$ cat config.mk
export PLATFORM = sky130hd
export DESIGN_NAME = midpoint_circle_rasterizer
export DESIGN_NICKNAME = d
export VERILOG_FILES = /design/src/rtl/mcr_pkg.sv /design/src/rtl/midpoint_circle_rasterizer.sv
export VERILOG_INCLUDE_DIRS = /design/src /design/src/rtl
export SDC_FILE = /design/constraint.sdc
export NUM_CORES = 1
export LEC_CHECK = 0
export BUFFER_PORTS_ARGS = -buffer_cell sky130_fd_sc_hd__buf_2
export CAP_MARGIN = 25
export CORE_MARGIN = 2
export CORE_UTILIZATION = 33
export DETAILED_ROUTE_END_ITERATION = 8
export PLACE_DENSITY = 0.49
export RECOVER_POWER = 50
export SYNTH_ARGS = -nofsm -noshare
export SYNTH_HDL_FRONTEND = slang
export SYNTH_SLANG_ARGS = --single-unit
export TNS_END_PERCENT = 100
$ cat constraint.sdc
create_clock -name i_clk -period 4.95 [get_ports i_clk]
set_input_delay 0 -clock i_clk [delete_from_list [all_inputs] [get_ports i_clk]]
set_output_delay 0 -clock i_clk [all_outputs]
set_load 0.02 [all_outputs]
$ cat src/rtl/midpoint_circle_rasterizer_macros.svh
// Assertion macros for the midpoint circle rasterizer.
// Included by the top level; expects i_clk and i_rst_n in scope.
`ifndef MIDPOINT_CIRCLE_RASTERIZER_MACROS_SVH
`define MIDPOINT_CIRCLE_RASTERIZER_MACROS_SVH

// Same-cycle implication, off during reset.
`define MCR_ASSERT_NOW(label, ante, cons, msg) \
    label: assert property (@(posedge i_clk) disable iff (!i_rst_n) (ante) |-> (cons)) \
        else $error(msg);

// Next-cycle implication, off during reset.
`define MCR_ASSERT_NEXT(label, ante, cons, msg) \
    label: assert property (@(posedge i_clk) disable iff (!i_rst_n) (ante) |=> (cons)) \
        else $error(msg);

`endif

$ cat src/rtl/mcr_pkg.sv
// Package for the midpoint circle rasterizer: payload structs, kind codes
// and default widths. No dependencies.
package mcr_pkg;

    localparam int COORD_BITS_DEF  = 16;
    localparam int RADIUS_BITS_DEF = 12;

    // Kind of result set held for emission
    localparam logic [1:0] K_START = 2'd0;
    localparam logic [1:0] K_STEP  = 2'd1;
    localparam logic [1:0] K_MARK  = 2'd2;

    // Input actions
    localparam logic ACT_START = 1'b0;
    localparam logic ACT_STEP  = 1'b1;

    typedef struct packed {
        logic               action;
        logic signed [15:0] center_x;
        logic signed [15:0] center_y;
        logic        [12:0] diameter;
        logic               fill_mode;
    } t_in_item;

    typedef struct packed {
        logic signed [15:0] out_x;
        logic signed [15:0] out_y;
        logic        [12:0] span_len;
        logic               has_pixel;
        logic               circle_done;
        logic               last_of_item;
    } t_out_item;

endpackage

$ cat src/rtl/midpoint_circle_rasterizer.sv
// Midpoint circle rasterizer top level: outline points or filled spans.
// Depends on mcr_pkg and midpoint_circle_rasterizer_macros.svh.
//
//  channel | direction | handshake                | payload
//  --------+-----------+--------------------------+-------------------------
//  in      | input     | i_in_valid / o_in_stall  | i_in_data  (t_in_item)
//  out     | output    | o_out_valid / i_out_stall| o_out_data (t_out_item)
//
// An input transaction is decoded into a set of one to eight results that drains
// one per cycle into the output register while the output is not stalled; the
// next transaction is taken in the cycle the last result of the set moves out.
// Synchronous active-low reset idles the block. A stall on the output holds the
// output register and the held set, which stalls the input until its last result
// moves out.
`include "midpoint_circle_rasterizer_macros.svh"

module midpoint_circle_rasterizer #(
    parameter int COORD_BITS  = mcr_pkg::COORD_BITS_DEF,
    parameter int RADIUS_BITS = mcr_pkg::RADIUS_BITS_DEF
) (
    input  logic              i_clk,
    input  logic              i_rst_n,
    input  logic              i_in_valid,
    output logic              o_in_stall,
    input  mcr_pkg::t_in_item i_in_data,
    output logic              o_out_valid,
    input  logic              i_out_stall,
    output mcr_pkg::t_out_item o_out_data
);
    import mcr_pkg::*;

    localparam int CW = COORD_BITS;
    localparam int RW = RADIUS_BITS;
    localparam int DW = RADIUS_BITS + 4;               // decision width
    localparam int HW = (RW + 1 > 13) ? RW + 1 : 13;  // radius compare width
    localparam logic [HW-1:0] RMAX = HW'((1 << RW) - 1);

    // Circle state
    logic                 r_busy, n_busy;
    logic                 r_filling, n_filling;
    logic [CW-1:0]        r_ccol, n_ccol;
    logic [CW-1:0]        r_crow, n_crow;
    logic [RW-1:0]        r_run_x, n_run_x;
    logic [RW-1:0]        r_run_y, n_run_y;
    logic signed [DW-1:0] r_dec, n_dec;

    // Result set waiting to drain
    logic          r_pv;
    logic [1:0]    r_kind, n_kind;
    logic          r_pfill, n_pfill;
    logic [2:0]    r_idx;
    logic [2:0]    r_lastidx, n_lastidx;
    logic [CW-1:0] r_pcx, n_pcx;
    logic [CW-1:0] r_pcy, n_pcy;
    logic [RW-1:0] r_a, n_a;
    logic [RW-1:0] r_b, n_b;

    // Output register
    logic          r_ov;
    logic [CW-1:0] r_ox, n_ox;
    logic [CW-1:0] r_oy, n_oy;
    logic [12:0]   r_olen, n_olen;
    logic          r_ohas, r_odone, r_olast;

    logic w_out_take, w_emit, w_last, w_in_acc;

    assign w_out_take = !r_ov || !i_out_stall;
    assign w_emit     = r_pv && w_out_take;
    assign w_last     = (r_idx == r_lastidx);
    assign o_in_stall = r_pv && !(w_emit && w_last);
    assign w_in_acc   = i_in_valid && !o_in_stall;

    // ---------------- Decode of an input transaction ----------------
    logic [HW-1:0]        w_half;
    logic [RW-1:0]        w_r;
    logic [RW-1:0]        w_yi, w_xi;
    logic signed [DW-1:0] w_diff;

    assign w_half = HW'(i_in_data.diameter[12:1]);
    assign w_r    = (w_half > RMAX) ? RW'(RMAX) : RW'(w_half);
    assign w_yi   = r_run_y + RW'(1);
    assign w_xi   = (r_dec <= 0) ? r_run_x : r_run_x - RW'(1);
    assign w_diff = signed'(DW'(w_yi)) - signed'(DW'(w_xi));

    always_comb begin
        n_busy    = r_busy;
        n_filling = r_filling;
        n_ccol    = r_ccol;
        n_crow    = r_crow;
        n_run_x   = r_run_x;
        n_run_y   = r_run_y;
        n_dec     = r_dec;
        n_kind    = K_MARK;
        n_pfill   = 1'b0;
        n_lastidx = 3'd0;
        n_pcx     = r_ccol;
        n_pcy     = r_crow;
        n_a       = w_xi;
        n_b       = w_yi;
        if (i_in_data.action == ACT_START) begin
            n_ccol    = CW'(i_in_data.center_x);
            n_crow    = CW'(i_in_data.center_y);
            n_filling = i_in_data.fill_mode;
            n_busy    = 1'b1;
            n_run_x   = w_r;
            n_run_y   = '0;
            n_dec     = signed'(DW'(1)) - signed'(DW'(w_r));
            n_kind    = K_START;
            n_pfill   = i_in_data.fill_mode && (w_r != '0);
            n_lastidx = ((w_r == '0) || i_in_data.fill_mode) ? 3'd0 : 3'd3;
            n_pcx     = CW'(i_in_data.center_x);
            n_pcy     = CW'(i_in_data.center_y);
            n_a       = w_r;
            n_b       = '0;
        end else if (!r_busy || (r_run_x <= r_run_y)) begin
            n_busy = 1'b0;                      // idle or finished: marker only
        end else begin
            n_run_x = w_xi;
            n_run_y = w_yi;
            if (r_dec <= 0) begin
                n_dec = r_dec + signed'(DW'({w_yi, 1'b1}));
            end else begin
                n_dec = r_dec + (w_diff <<< 1) + signed'(DW'(1));
            end
            if (w_xi < w_yi) begin
                n_busy = 1'b0;
            end else begin
                n_kind  = K_STEP;
                n_pfill = r_filling;
                // diagonal points are emitted once
                if (r_filling) begin
                    n_lastidx = (w_xi != w_yi) ? 3'd3 : 3'd1;
                end else begin
                    n_lastidx = (w_xi != w_yi) ? 3'd7 : 3'd3;
                end
            end
        end
    end

    // ---------------- Result generation from the held set ----------------
    logic [CW-1:0] w_ac, w_bc;
    logic [12:0]   w_len_a, w_len_b;

    assign w_ac    = CW'(r_a);
    assign w_bc    = CW'(r_b);
    assign w_len_a = 13'({r_a, 1'b1});
    assign w_len_b = 13'({r_b, 1'b1});

    always_comb begin
        n_ox   = '0;
        n_oy   = '0;
        n_olen = 13'd1;
        unique case (r_kind)
            K_START: begin
                if (r_pfill) begin
                    n_ox   = r_pcx - w_ac;
                    n_oy   = r_pcy;
                    n_olen = w_len_a;
                end else begin
                    unique case (r_idx)
                        3'd0:    begin n_ox = r_pcx + w_ac; n_oy = r_pcy;        end
                        3'd1:    begin n_ox = r_pcx;        n_oy = r_pcy - w_ac; end
                        3'd2:    begin n_ox = r_pcx;        n_oy = r_pcy + w_ac; end
                        default: begin n_ox = r_pcx - w_ac; n_oy = r_pcy;        end
                    endcase
                end
            end
            K_STEP: begin
                if (r_pfill) begin
                    unique case (r_idx)
                        3'd0: begin
                            n_ox = r_pcx - w_ac; n_oy = r_pcy - w_bc; n_olen = w_len_a;
                        end
                        3'd1: begin
                            n_ox = r_pcx - w_ac; n_oy = r_pcy + w_bc; n_olen = w_len_a;
                        end
                        3'd2: begin
                            n_ox = r_pcx - w_bc; n_oy = r_pcy - w_ac; n_olen = w_len_b;
                        end
                        default: begin
                            n_ox = r_pcx - w_bc; n_oy = r_pcy + w_ac; n_olen = w_len_b;
                        end
                    endcase
                end else begin
                    unique case (r_idx)
                        3'd0: begin n_ox = r_pcx + w_ac; n_oy = r_pcy + w_bc; end
                        3'd1: begin n_ox = r_pcx - w_ac; n_oy = r_pcy + w_bc; end
                        3'd2: begin n_ox = r_pcx + w_ac; n_oy = r_pcy - w_bc; end
                        3'd3: begin n_ox = r_pcx - w_ac; n_oy = r_pcy - w_bc; end
                        3'd4: begin n_ox = r_pcx + w_bc; n_oy = r_pcy + w_ac; end
                        3'd5: begin n_ox = r_pcx - w_bc; n_oy = r_pcy + w_ac; end
                        3'd6: begin n_ox = r_pcx + w_bc; n_oy = r_pcy - w_ac; end
                        3'd7: begin n_ox = r_pcx - w_bc; n_oy = r_pcy - w_ac; end
                    endcase
                end
            end
            default: begin
                n_olen = '0;                    // marker
            end
        endcase
    end

    // ---------------- Registers ----------------
    always_ff @(posedge i_clk) begin
        if (!i_rst_n) begin
            r_busy    <= 1'b0;
            r_filling <= 1'b0;
            r_ccol    <= '0;
            r_crow    <= '0;
            r_run_x   <= '0;
            r_run_y   <= '0;
            r_dec     <= '0;
            r_pv      <= 1'b0;
            r_idx     <= '0;
            r_ov      <= 1'b0;
        end else begin
            if (w_in_acc) begin
                r_busy    <= n_busy;
                r_filling <= n_filling;
                r_ccol    <= n_ccol;
                r_crow    <= n_crow;
                r_run_x   <= n_run_x;
                r_run_y   <= n_run_y;
                r_dec     <= n_dec;
                r_pv      <= 1'b1;
                r_idx     <= '0;
            end else if (w_emit) begin
                if (w_last) begin
                    r_pv <= 1'b0;
                end
                r_idx <= r_idx + 3'd1;
            end
            if (w_out_take) begin
                r_ov <= w_emit;
            end
        end
    end

    // Payload of the held set and of the output register
    always_ff @(posedge i_clk) begin
        if (w_in_acc) begin
            r_kind    <= n_kind;
            r_pfill   <= n_pfill;
            r_lastidx <= n_lastidx;
            r_pcx     <= n_pcx;
            r_pcy     <= n_pcy;
            r_a       <= n_a;
            r_b       <= n_b;
        end
        if (w_emit) begin
            r_ox    <= n_ox;
            r_oy    <= n_oy;
            r_olen  <= n_olen;
            r_ohas  <= (r_kind != K_MARK);
            r_odone <= (r_kind == K_MARK);
            r_olast <= w_last;
        end
    end

    assign o_out_valid              = r_ov;
    assign o_out_data.out_x         = 16'(r_ox);
    assign o_out_data.out_y         = 16'(r_oy);
    assign o_out_data.span_len      = r_olen;
    assign o_out_data.has_pixel     = r_ohas;
    assign o_out_data.circle_done   = r_odone;
    assign o_out_data.last_of_item  = r_olast;

    // ---------------- Assertions ----------------
    `MCR_ASSERT_NOW(a_idx_in_set, r_pv, r_idx <= r_lastidx, "index past end of result set")
    `MCR_ASSERT_NOW(a_mark_single, r_pv && (r_kind == K_MARK), r_lastidx == 3'd0, "long marker")
    `MCR_ASSERT_NOW(a_done_is_last, r_ov && r_odone, r_olast && !r_ohas, "bad marker")
    `MCR_ASSERT_NOW(a_run_order, r_busy, r_run_x >= r_run_y, "busy with octant past its end")
    `MCR_ASSERT_NEXT(a_emit_loads_out, w_emit, r_ov, "emitted result not held in output register")

endmodule

==> results.py, run 1 <==
metrics = {
    "status": {
        "status": "finished, violations left",
        "violations": "max-capacitance violations, max-slew violations",
    },
    "placement": {
        "place_area_sq_mm": 0.0190,
        "numPortBuffers": 99,
        "dp.cells": 2911,
        "gp_congestion": 0.949,
        "dp_slack_ns": 0.275,
        "hpwl_microns": 51500,
    },
    "drt": {
        "ant_nets": 0,
        "drt-total-wl_microns": 68700,
        "post-route-drc-count": 0,
        "vias_per_cell": 5.77,
        "drt_pre_antenna_iters": 5,
        "wl_per_cell_microns": 22.9,
        "vias": 17300,
        "drt-initial-drc-count": 1607,
    },
    "worst_setup_path": {
        "crit_type": "flip-flop to flip-flop",
        "r2r-start": "r_b[0]",
        "rr_worst_depth": 15,
        "cp.required_ns": 5.17,
        "cp-startpoint": "r_b[0]",
        "crit_fanout": 5,
        "critPathArrivalTime_ns": 4.90,
        "critPathLaunchType": "flip-flop",
        "cp-endpoint": "r_oy[14]",
        "ff2ff_setup_slack_ns": 0.28,
        "end_kind": "flip-flop",
        "timing.rr.end": "r_oy[14]",
    },
    "sta": {
        "worstMarginPinSlew_ns": 3.25,
        "final_max_slew_viol_count": 169,
        "worst_clock_skew_ns": 0.0222,
        "period_needed_ns": 4.67,
        "whs_ns": 0.0969,
        "final_hold_viol_count": 0,
        "slew_headroom_pct": -117,
        "finalSetupTns_ns": 0,
        "min_period_over_period_pct": 94.4,
        "fin_ws_ns": 0.278,
        "fmax_mhz": 214,
        "setup_viol": 0,
        "rsz0062_at_grt": "no",
    },
    "finish": {
        "layout_commonest_cell": "nand2_1",
        "multi_input_area_sq_mm": 0.0118,
        "final_cell_mix": "nand2_1, a21oi_1, nor2_1",
        "final_cells": 2993,
        "finalInstanceArea_sq_mm": 0.0202,
        "regArea_sq_mm": 0.00489,
        "diodes": 0,
        "fillers": 5383,
        "area_growth_pct": 15.5,
        "fin_nets": 2501,
        "layout-drive-gt1-share_pct": 9.85,
        "post-route-util_pct": 38.5,
    },
    "logic_synthesis": {
        "synthDistinctLibCells": 85,
        "syn_nets": 2375,
        "ys.warnings.count": 0,
        "yosys.area.top_type_share_pct": 18.9,
        "yosysTopAreaCell": "edfxtp_1",
        "ys_seq_area_share_pct": 27.9,
        "syn_inst": 2166,
        "synth_async_sr_flop_share_pct": 0,
        "syn_area_sq_mm": 0.0175,
        "netlist_top_cells_area": "edfxtp_1, ha_1, dfxtp_1, a21oi_1, nand2_1",
        "synth_edf_count": 110,
        "synth_ff_type": "edfxtp_1",
        "synth.avg_cell_area_sq_um": 8.08,
        "ys_ff_latch": 189,
    },
    "power_and_ir_drop": {
        "total_power_mw": 6.98,
        "p_seq_share_pct": 29.1,
        "intPower_mw": 3.92,
        "pwr-share-comb_pct": 48.9,
        "sw_frac_of_total_pct": 43.8,
        "switchingPower_mw": 3.06,
        "vdd_drop_max_uv": 253,
        "pwr-share-clk_pct": 22.0,
        "power_leakage_nw": 7.97,
        "powerDensity_mw_per_mm2": 345,
    },
    "clocking": {
        "postCtsSetupBuffers": 0,
        "cts-root-buf": "clkbuf_16",
        "clk_path_buf_depth": 2,
        "path_clk_slew_ns": 0.09,
        "clk_latency_ns": 0.51,
        "clock_sink_count": 189,
        "cts_tree": "done",
        "htree_levels": 4,
        "numCtsBuffers": 17,
    },
    "floorplan": {
        "start_util_pct": 33.4,
        "dieWidth_microns": 234,
        "num_io_pins": 101,
        "die_y_microns": 234,
        "rows": 84,
        "dieArea_sq_mm": 0.0549,
        "design.core.area_sq_mm": 0.0524,
    },
    "global_route": {
        "grt_antenna_before_repair": 1,
        "grt_overflow": 0,
        "met2_usage_pct": 39.5,
        "grt.busiest_layer": "met2",
        "grt_max_degree": 71,
        "use_met1_pct": 34.1,
        "use_met3_pct": 4.35,
        "grt_pass1_vias": 16300,
        "grt_usage_pct": 25.0,
        "grt_pass1_wl_microns": 102000,
    },
    "job": {
        "maxCapViolations": 4,
    },
    "worst_hold_path": {
        "hp-class": "input pin to flip-flop",
    },
}
## timing repair
item | 4_1_cts | 5_1_grt
hold buffers | 50 | 0
endpoints found under the hold margin | 99 | 0
resized for setup | 0 | 19
setup endpoints to repair | 0 | 5
## layout make-up
class                           count  area share [%]
Clock buffer                       17            2.11
Clock inverter                     15            1.13
Inverter                          110            2.06
Multi-Input combinational cell   1734            58.2
Sequential cell                   189            24.2
Tap cell                          688            4.26
Timing Repair Buffer              240            8.00
## cells by family after synthesis
family / share of synthesized area (%)
multiplexers: 3.00
AO/OA/AOI/OAI: 26.5
XOR/XNOR: 7.41
buffers and inverters: 5.36
adder cells (fa/ha/maj): 11.8
AND/OR/NAND/NOR: 18.0
flip-flops: 27.9
## worst min path at each step
stage                  startpoint          to  cells past startpoint
floorplan              i_in_valid        r_pv                      2
global placement       i_in_valid        r_pv                      3
detailed placement     i_in_valid        r_pv                      3
CTS                 i_in_data[46]  r_run_y[1]                      3
global route        i_in_data[46]  r_run_y[1]                      3
finish              i_in_data[46]  r_run_y[1]                      3
## sequential cells by signal, summed over array words and instances, names as in the netlist, 2 cells and up
signal and count:
r_oy 16, r_lastidx 3, r_ccol 16, r_pcx 16, r_b 12, r_kind 2
r_crow 16, r_olen 13, r_run_y 12, r_ox 16, r_a 12, r_idx 3
r_dec 16, r_pcy 16, r_run_x 12
## per-layer routing
| layer | vias up | wire length, microns |
|---|---|---|
| met5 | - | 0 |
| met4 | 0 | 2430 |
| met3 | 145 | 4450 |
| met2 | 680 | 30600 |
| met1 | 8281 | 31200 |
| li1 | 8165 | - |
## cells in the mapped netlist, drive strengths merged, types with 11 or more instances
| cell | count |
|---|---|
| a211oi | 42 |
| a21o | 36 |
| a21oi | 223 |
| a221o | 20 |
| a221oi | 29 |
| a22o | 12 |
| a22oi | 20 |
| a31oi | 17 |
| and2 | 21 |
| and3 | 11 |
| buf | 19 |
| clkbuf | 114 |
| dfxtp | 79 |
| edfxtp | 110 |
| ha | 148 |
| inv | 109 |
| mux2 | 36 |
| mux2i | 12 |
| nand2 | 263 |
| nand2b | 21 |
| nand3 | 40 |
| nand4 | 17 |
| nor2 | 175 |
| nor2b | 26 |
| nor3 | 39 |
| nor4 | 11 |
| o211ai | 34 |
| o21a | 11 |
| o21ai | 101 |
| o21bai | 23 |
| o221ai | 25 |
| o22ai | 18 |
| o31ai | 13 |
| or2 | 17 |
| or3 | 22 |
| xnor2 | 93 |
| xor2 | 55 |
## critical path, cell delays in order (launching register included)
cell       delay [ns]
edfxtp_1         0.68
ha_1             0.28
inv_1            0.06
fa_1             0.49
a21o_1           0.21
a21oi_1          0.24
o21bai_1         0.12
a2111oi_0        0.64
buf_4            0.22
o31ai_1          0.12
a21oi_1          0.20
o21bai_1         0.20
nor3_1           0.42
o2111ai_1        0.15
o311ai_0         0.14
nand4_1          0.21
## power by group through the flow
stage                     Combinational [mW]  Clock, mW  Sequential, mW
after floorplan                         2.31          0            2.01
after global placement                  3.26          0            2.05
after detailed placement                3.28          0            2.05
after CTS                               3.33       1.60            2.02
after global routing                    3.74       1.64            2.04
final                                   3.41       1.54            2.03
No activity file was read; power rests on OpenSTA's default activity.
==> run 2: changes to the inputs <==
--- a/config.mk
+++ b/config.mk
@@ -11,7 +11,7 @@
 export CORE_MARGIN = 2
 export CORE_UTILIZATION = 33
 export DETAILED_ROUTE_END_ITERATION = 8
-export PLACE_DENSITY = 0.49
+export PLACE_DENSITY = 0.51
 export RECOVER_POWER = 50
 export SYNTH_ARGS = -nofsm -noshare
 export SYNTH_HDL_FRONTEND = slang
==> constraint.sdc (replaced) <==
create_clock -name i_clk -period 3.75 [get_ports i_clk]
set_input_delay 0 -clock i_clk [delete_from_list [all_inputs] [get_ports i_clk]]
set_output_delay 0 -clock i_clk [all_outputs]
set_load 0.02 [all_outputs]
==> results.py, run 2 (synthesized netlist as in run 1, its figures left out) <==
metrics = {
    "finish": {
        "layout_commonest_cell": "buf_4",
        "layout-drive-gt1-share_pct": 20.7,
        "final_cells": 3189,
        "final_cell_mix": "buf_4, nand2_1, a21oi_1",
        "area_growth_pct": 26.8,
        "fin_nets": 2697,
        "finalInstanceArea_sq_mm": 0.0222,
        "fillers": 5293,
        "diodes": 0,
    },
    "floorplan": {
        "rows": 84,
        "dieArea_sq_mm": 0.0549,
        "die_y_microns": 234,
        "start_util_pct": 33.4,
        "design.core.area_sq_mm": 0.0524,
        "num_io_pins": 101,
        "dieWidth_microns": 234,
    },
    "worst_hold_path": {
        "worstHoldPathCells": 4,
        "hp-class": "input pin to flip-flop",
        "min_to": "r_dec[7]",
        "min-delay-start": "i_in_data[9]",
    },
    "clocking": {
        "cts-root-buf": "clkbuf_16",
        "cts_tree": "done",
        "htree_levels": 4,
        "clk_path_buf_depth": 2,
        "path_clk_slew_ns": 0.08,
        "numCtsBuffers": 17,
        "clk_latency_ns": 0.51,
        "clock_sink_count": 189,
    },
    "global_route": {
        "grt_antenna_before_repair": 1,
        "grt_max_degree": 95,
        "grt_pass1_vias": 17000,
        "grt_pass1_wl_microns": 102000,
        "grt_usage_pct": 24.8,
        "grt_overflow": 0,
    },
    "drt": {
        "vias_per_cell": 5.64,
        "drt-initial-drc-count": 1782,
        "vias": 18000,
        "drt_pre_antenna_iters": 5,
        "drt-total-wl_microns": 68300,
        "wl_per_cell_microns": 21.4,
        "post-route-drc-count": 0,
        "ant_nets": 0,
    },
    "placement": {
        "numPortBuffers": 99,
        "place_area_sq_mm": 0.0204,
        "dp_slack_ns": -0.625,
        "hpwl_microns": 52300,
        "gp_congestion": 0.961,
        "dp.cells": 3077,
    },
    "power_and_ir_drop": {
        "pwr-share-clk_pct": 18.9,
        "switchingPower_mw": 4.22,
        "vdd_drop_max_uv": 357,
        "pwr-share-comb_pct": 54.8,
        "intPower_mw": 5.79,
        "sw_frac_of_total_pct": 42.2,
        "power_leakage_nw": 9.06,
        "powerDensity_mw_per_mm2": 451,
        "p_seq_share_pct": 26.3,
    },
    "sta": {
        "min_period_over_period_pct": 116,
        "setup_viol": 10,
        "final_hold_viol_count": 0,
        "final_max_slew_viol_count": 43,
        "rsz0062_at_grt": "yes",
        "fin_ws_ns": -0.615,
        "worstMarginPinSlew_ns": 2.26,
        "worst_clock_skew_ns": 0.0157,
        "slew_headroom_pct": -50.4,
        "fmax_mhz": 229,
        "period_needed_ns": 4.36,
    },
    "status": {
        "violations": "max-capacitance violations, max-slew violations, negative setup slack",
        "status": "finished, violations left",
    },
    "worst_setup_path": {
        "crit_fanout": 4,
        "end_kind": "flip-flop",
        "critPathLaunchType": "flip-flop",
        "rr_worst_depth": 25,
        "slowest_delay_ns": 0.35,
        "ff2ff_setup_slack_ns": -0.61,
        "cp.required_ns": 4.11,
        "crit_type": "flip-flop to flip-flop",
        "r2r-start": "r_dec[14]",
        "critPathArrivalTime_ns": 4.73,
        "timing.rr.end": "r_dec[9]",
        "cpMaxStageDelayCell": "maj3_2",
    },
    "job": {
        "maxCapViolations": 1,
    },
}
## run 2: worst max-delay path by stage
| stage | startpoint | end | slack, ns | cells after the start |
|---|---|---|---|---|
| finish | r_dec[14] | r_dec[9] | -0.61 | 25 |
| global route | r_dec[14] | r_dec[13] | -0.84 | 23 |
| CTS | r_dec[8] | r_dec[13] | -0.50 | 22 |
| detailed placement | r_dec[15] | r_dec[12] | -0.63 | 19 |
| global placement | r_dec[15] | r_dec[12] | -0.56 | 19 |
| floorplan | r_dec[15] | r_dec[13] | -0.42 | 24 |
## run 2: power groups by stage
| stage | logic (mW) | registers (mW) | clock network (mW) |
|---|---|---|---|
| global placement | 4.81 | 2.67 | 0 |
| CTS | 5.11 | 2.62 | 1.97 |
| floorplan | 3.10 | 2.65 | 0 |
| global route | 5.97 | 2.64 | 2.03 |
| finish | 5.49 | 2.63 | 1.89 |
| detailed placement | 4.85 | 2.67 | 0 |
## run 2: layer usage
layer	share of wire, %	routed length, microns	GRT usage (%)
met2	45	30800	39.4
met5	0	0	0
met4	4.1	2810	10.3
met3	7.1	4820	4.43
met1	44	29900	32.9
## run 2: what timing repair did
item	in CTS	in global routing
pin swaps	25	41
endpoints found under the hold margin	95	0
gates resized for setup	28	87
hold buffers	48	0
setup buffers	11	21
endpoints found under the setup margin	14	51
## run 2: layout make-up
class / count / area (sq um) / share of cell area [%]
Multi-Input combinational cell: 1734 / 12200 / 55.2
Sequential cell: 189 / 4890 / 22.1
Timing Repair Buffer: 436 / 3150 / 14.2
Tap cell: 688 / 861 / 3.88
Clock buffer: 17 / 425 / 1.92
Inverter: 110 / 417 / 1.88
Clock inverter: 15 / 184 / 0.830
## run 2: worst max-delay path: cells and delay by family (launching register included)
| kind | cells | cell delay, ns |
|---|---|---|
| AO/OA/AOI/OAI | 10 | 1.45 |
| XOR/XNOR | 3 | 0.55 |
| adder cells (fa/ha/maj) | 4 | 1.03 |
| buffers and inverters | 6 | 0.55 |
| flip-flops | 1 | 0.34 |
| AND/OR/NAND/NOR | 2 | 0.31 |
## run 2: metrics by stage
| stage | setup TNS, ns | util [%] | total power, mW | hold WS [ns] |
|---|---|---|---|---|
| after floorplan | -2.29 | - | 5.76 | 0.121 |
| after global placement | -3.94 | 38.9 | 7.47 | 0.237 |
| after detailed placement | -4.19 | 38.9 | 7.52 | 0.249 |
| after CTS | -3.44 | 41.4 | 9.69 | 0.0142 |
| after global routing | -7.10 | 42.3 | 10.6 | 0.0698 |
| final | -4.85 | 42.3 | 10.0 | 0.0422 |
==> run 3: changes to the inputs <==
--- a/config.mk
+++ b/config.mk
@@ -11,6 +11,7 @@
 export CORE_MARGIN = 2
 export CORE_UTILIZATION = 33
 export DETAILED_ROUTE_END_ITERATION = 8
+export MAX_ROUTING_LAYER = met4
 export PLACE_DENSITY = 0.51
 export RECOVER_POWER = 50
 export SYNTH_ARGS = -nofsm -noshare
==> results.py, run 3 (synthesized netlist as in run 1, its figures left out) <==
metrics = {
    "finish": {
        "area_growth_pct": 28.1,
        "layout_commonest_cell": "buf_4",
        "layout-drive-gt1-share_pct": 21.7,
        "fillers": 5225,
        "diodes": 0,
        "final_cell_mix": "buf_4, nand2_1, a21oi_1",
        "fin_nets": 2719,
    },
    "drt": {
        "ant_nets": 0,
        "vias_per_cell": 5.66,
        "drt_pre_antenna_iters": 6,
        "post-route-drc-count": 0,
        "dr_wl_met2_microns": 32200,
        "drt-total-wl_microns": 71700,
        "vias": 18200,
        "drt-initial-drc-count": 1781,
        "met1_length_microns": 31700,
        "top_layer": "met4",
        "wl_per_cell_microns": 22.3,
        "wl_met3_microns": 4630,
    },
    "sta": {
        "worstMarginPinSlew_ns": 1.50,
        "final_hold_viol_count": 0,
        "min_period_over_period_pct": 116,
        "worst_clock_skew_ns": 0.0275,
        "final_max_slew_viol_count": 17,
        "slew_headroom_pct": -0.210,
        "fmax_mhz": 230,
        "period_needed_ns": 4.36,
        "rsz0062_at_grt": "yes",
        "setup_viol": 11,
        "fin_ws_ns": -0.606,
    },
    "floorplan": {
        "dieArea_sq_mm": 0.0549,
        "die_y_microns": 234,
        "start_util_pct": 33.4,
        "dieWidth_microns": 234,
        "rows": 84,
        "design.core.area_sq_mm": 0.0524,
        "num_io_pins": 101,
    },
    "placement": {
        "gp_congestion": 0.972,
        "hpwl_microns": 55600,
        "dp_slack_ns": -0.655,
        "numPortBuffers": 99,
    },
    "worst_setup_path": {
        "crit_type": "flip-flop to flip-flop",
        "critPathLaunchType": "flip-flop",
        "crit_fanout": 4,
        "end_kind": "flip-flop",
        "cp.required_ns": 4.09,
        "ff2ff_setup_slack_ns": -0.61,
        "critPathArrivalTime_ns": 4.70,
    },
    "global_route": {
        "grt_pass1_vias": 17200,
        "grt_antenna_before_repair": 0,
        "grt_usage_pct": 26.8,
        "grt_overflow": 0,
        "grt_pass1_wl_microns": 106000,
        "grt_max_degree": 47,
    },
    "clocking": {
        "clk_path_buf_depth": 2,
        "clock_sink_count": 189,
        "cts-root-buf": "clkbuf_16",
        "htree_levels": 4,
        "numCtsBuffers": 17,
        "path_clk_slew_ns": 0.07,
        "clk_latency_ns": 0.51,
        "cts_tree": "done",
    },
    "power_and_ir_drop": {
        "powerDensity_mw_per_mm2": 453,
        "power_leakage_nw": 9.18,
        "vdd_drop_max_uv": 444,
        "total_power_mw": 10.1,
    },
    "status": {
        "status": "finished, violations left",
        "violations": "max-capacitance violations, max-slew violations, negative setup slack",
    },
    "worst_hold_path": {
        "hp-class": "input pin to flip-flop",
    },
    "job": {
        "maxCapViolations": 1,
    },
}
-- run 3: changes by cell type in the layout (fill, tap and decap cells not counted), moves of 3 or more --
cell	before	now
buf_4	277	300
a21oi_2	13	18
mux2_1	26	21
mux2_2	10	15
a211oi_1	34	31
a211oi_2	8	11
a21oi_1	207	204
and2_1	11	14
buf_6	6	3
fa_1	8	5
fa_2	2	5
xnor2_1	84	87
xnor2_2	9	6
-- run 3: layout make-up --
type,count,area (sq um),area share (%)
Multi-Input combinational cell,1734,12300,54.8
Sequential cell,189,4890,21.8
Timing Repair Buffer,458,3320,14.8
Tap cell,688,861,3.84
Clock buffer,19,443,1.98
Inverter,110,414,1.85
Clock inverter,13,194,0.866
-- run 3: per-layer routing --
metal	up-vias	GRT usage, %
met5	-	-
met4	0	11.6
met3	164	4.24
met2	687	41.4
met1	8727	34.5
li1	8598	-
-- run 3: worst paths after layout --
| path | start | cells after the start | end |
|---|---|---|---|
| min reg2reg | r_ccol[6] | 2 | r_ccol[6] |
| max | r_dec[15] | 22 | r_dec[13] |
| max reg2reg | r_dec[15] | 22 | r_dec[13] |
| min | i_in_data[10] | 5 | r_dec[8] |
-- run 3: stage by stage --
| stage | TNS, ns | hold slack (ns) | instances | utilization (%) | area, sq um |
|---|---|---|---|---|---|
| 5_1_grt | -7.32 | 0.0525 | 3211 | 42.7 | 22400 |
| 3_5_place_dp | -5.28 | 0.259 | 3111 | 39.5 | 20700 |
| 2_1_floorplan | -2.29 | 0.121 | 2166 | - | 17600 |
| 4_1_cts | -4.15 | 0.0103 | 3195 | 41.9 | 22000 |
| 6_report | -4.84 | 0.0257 | 3211 | 42.7 | 22400 |
| 3_3_place_gp | -4.75 | 0.236 | 3111 | 39.5 | 20700 |
-- run 3: what timing repair did --
action                                 in CTS  in global routing
buffers inserted                            5                 16
setup endpoints to repair                  17                 29
endpoints found under the hold margin      92                  0
hold buffers                               47                  0
pin swaps                                  19                 52
gates resized for setup                    32                 83
cloned                                      0                  0
-- run 3: critical path, cell delays in order, from the launching register on --
cell and delay [ns]:
dfxtp_4 0.36, nor4_4 0.39, a41oi_4 0.24, xnor2_2 0.23, ha_2 0.23, inv_2 0.05, ha_4 0.15, inv_2 0.04
o221a_4 0.16, inv_2 0.04, a21o_1 0.15, maj3_2 0.34, o21ai_2 0.12, a31oi_1 0.10, xor2_1 0.18, ha_2 0.31
a31o_2 0.24, a21o_1 0.18, a211oi_2 0.21, o21ai_1 0.11, xor2_1 0.15, mux2i_1 0.14, a211oi_1 0.08
-- run 3: where the power goes --
group	internal [mW]	switching (mW)
Sequential	2.42	0.200
Combinational	2.43	3.06
Clock	1.04	0.989
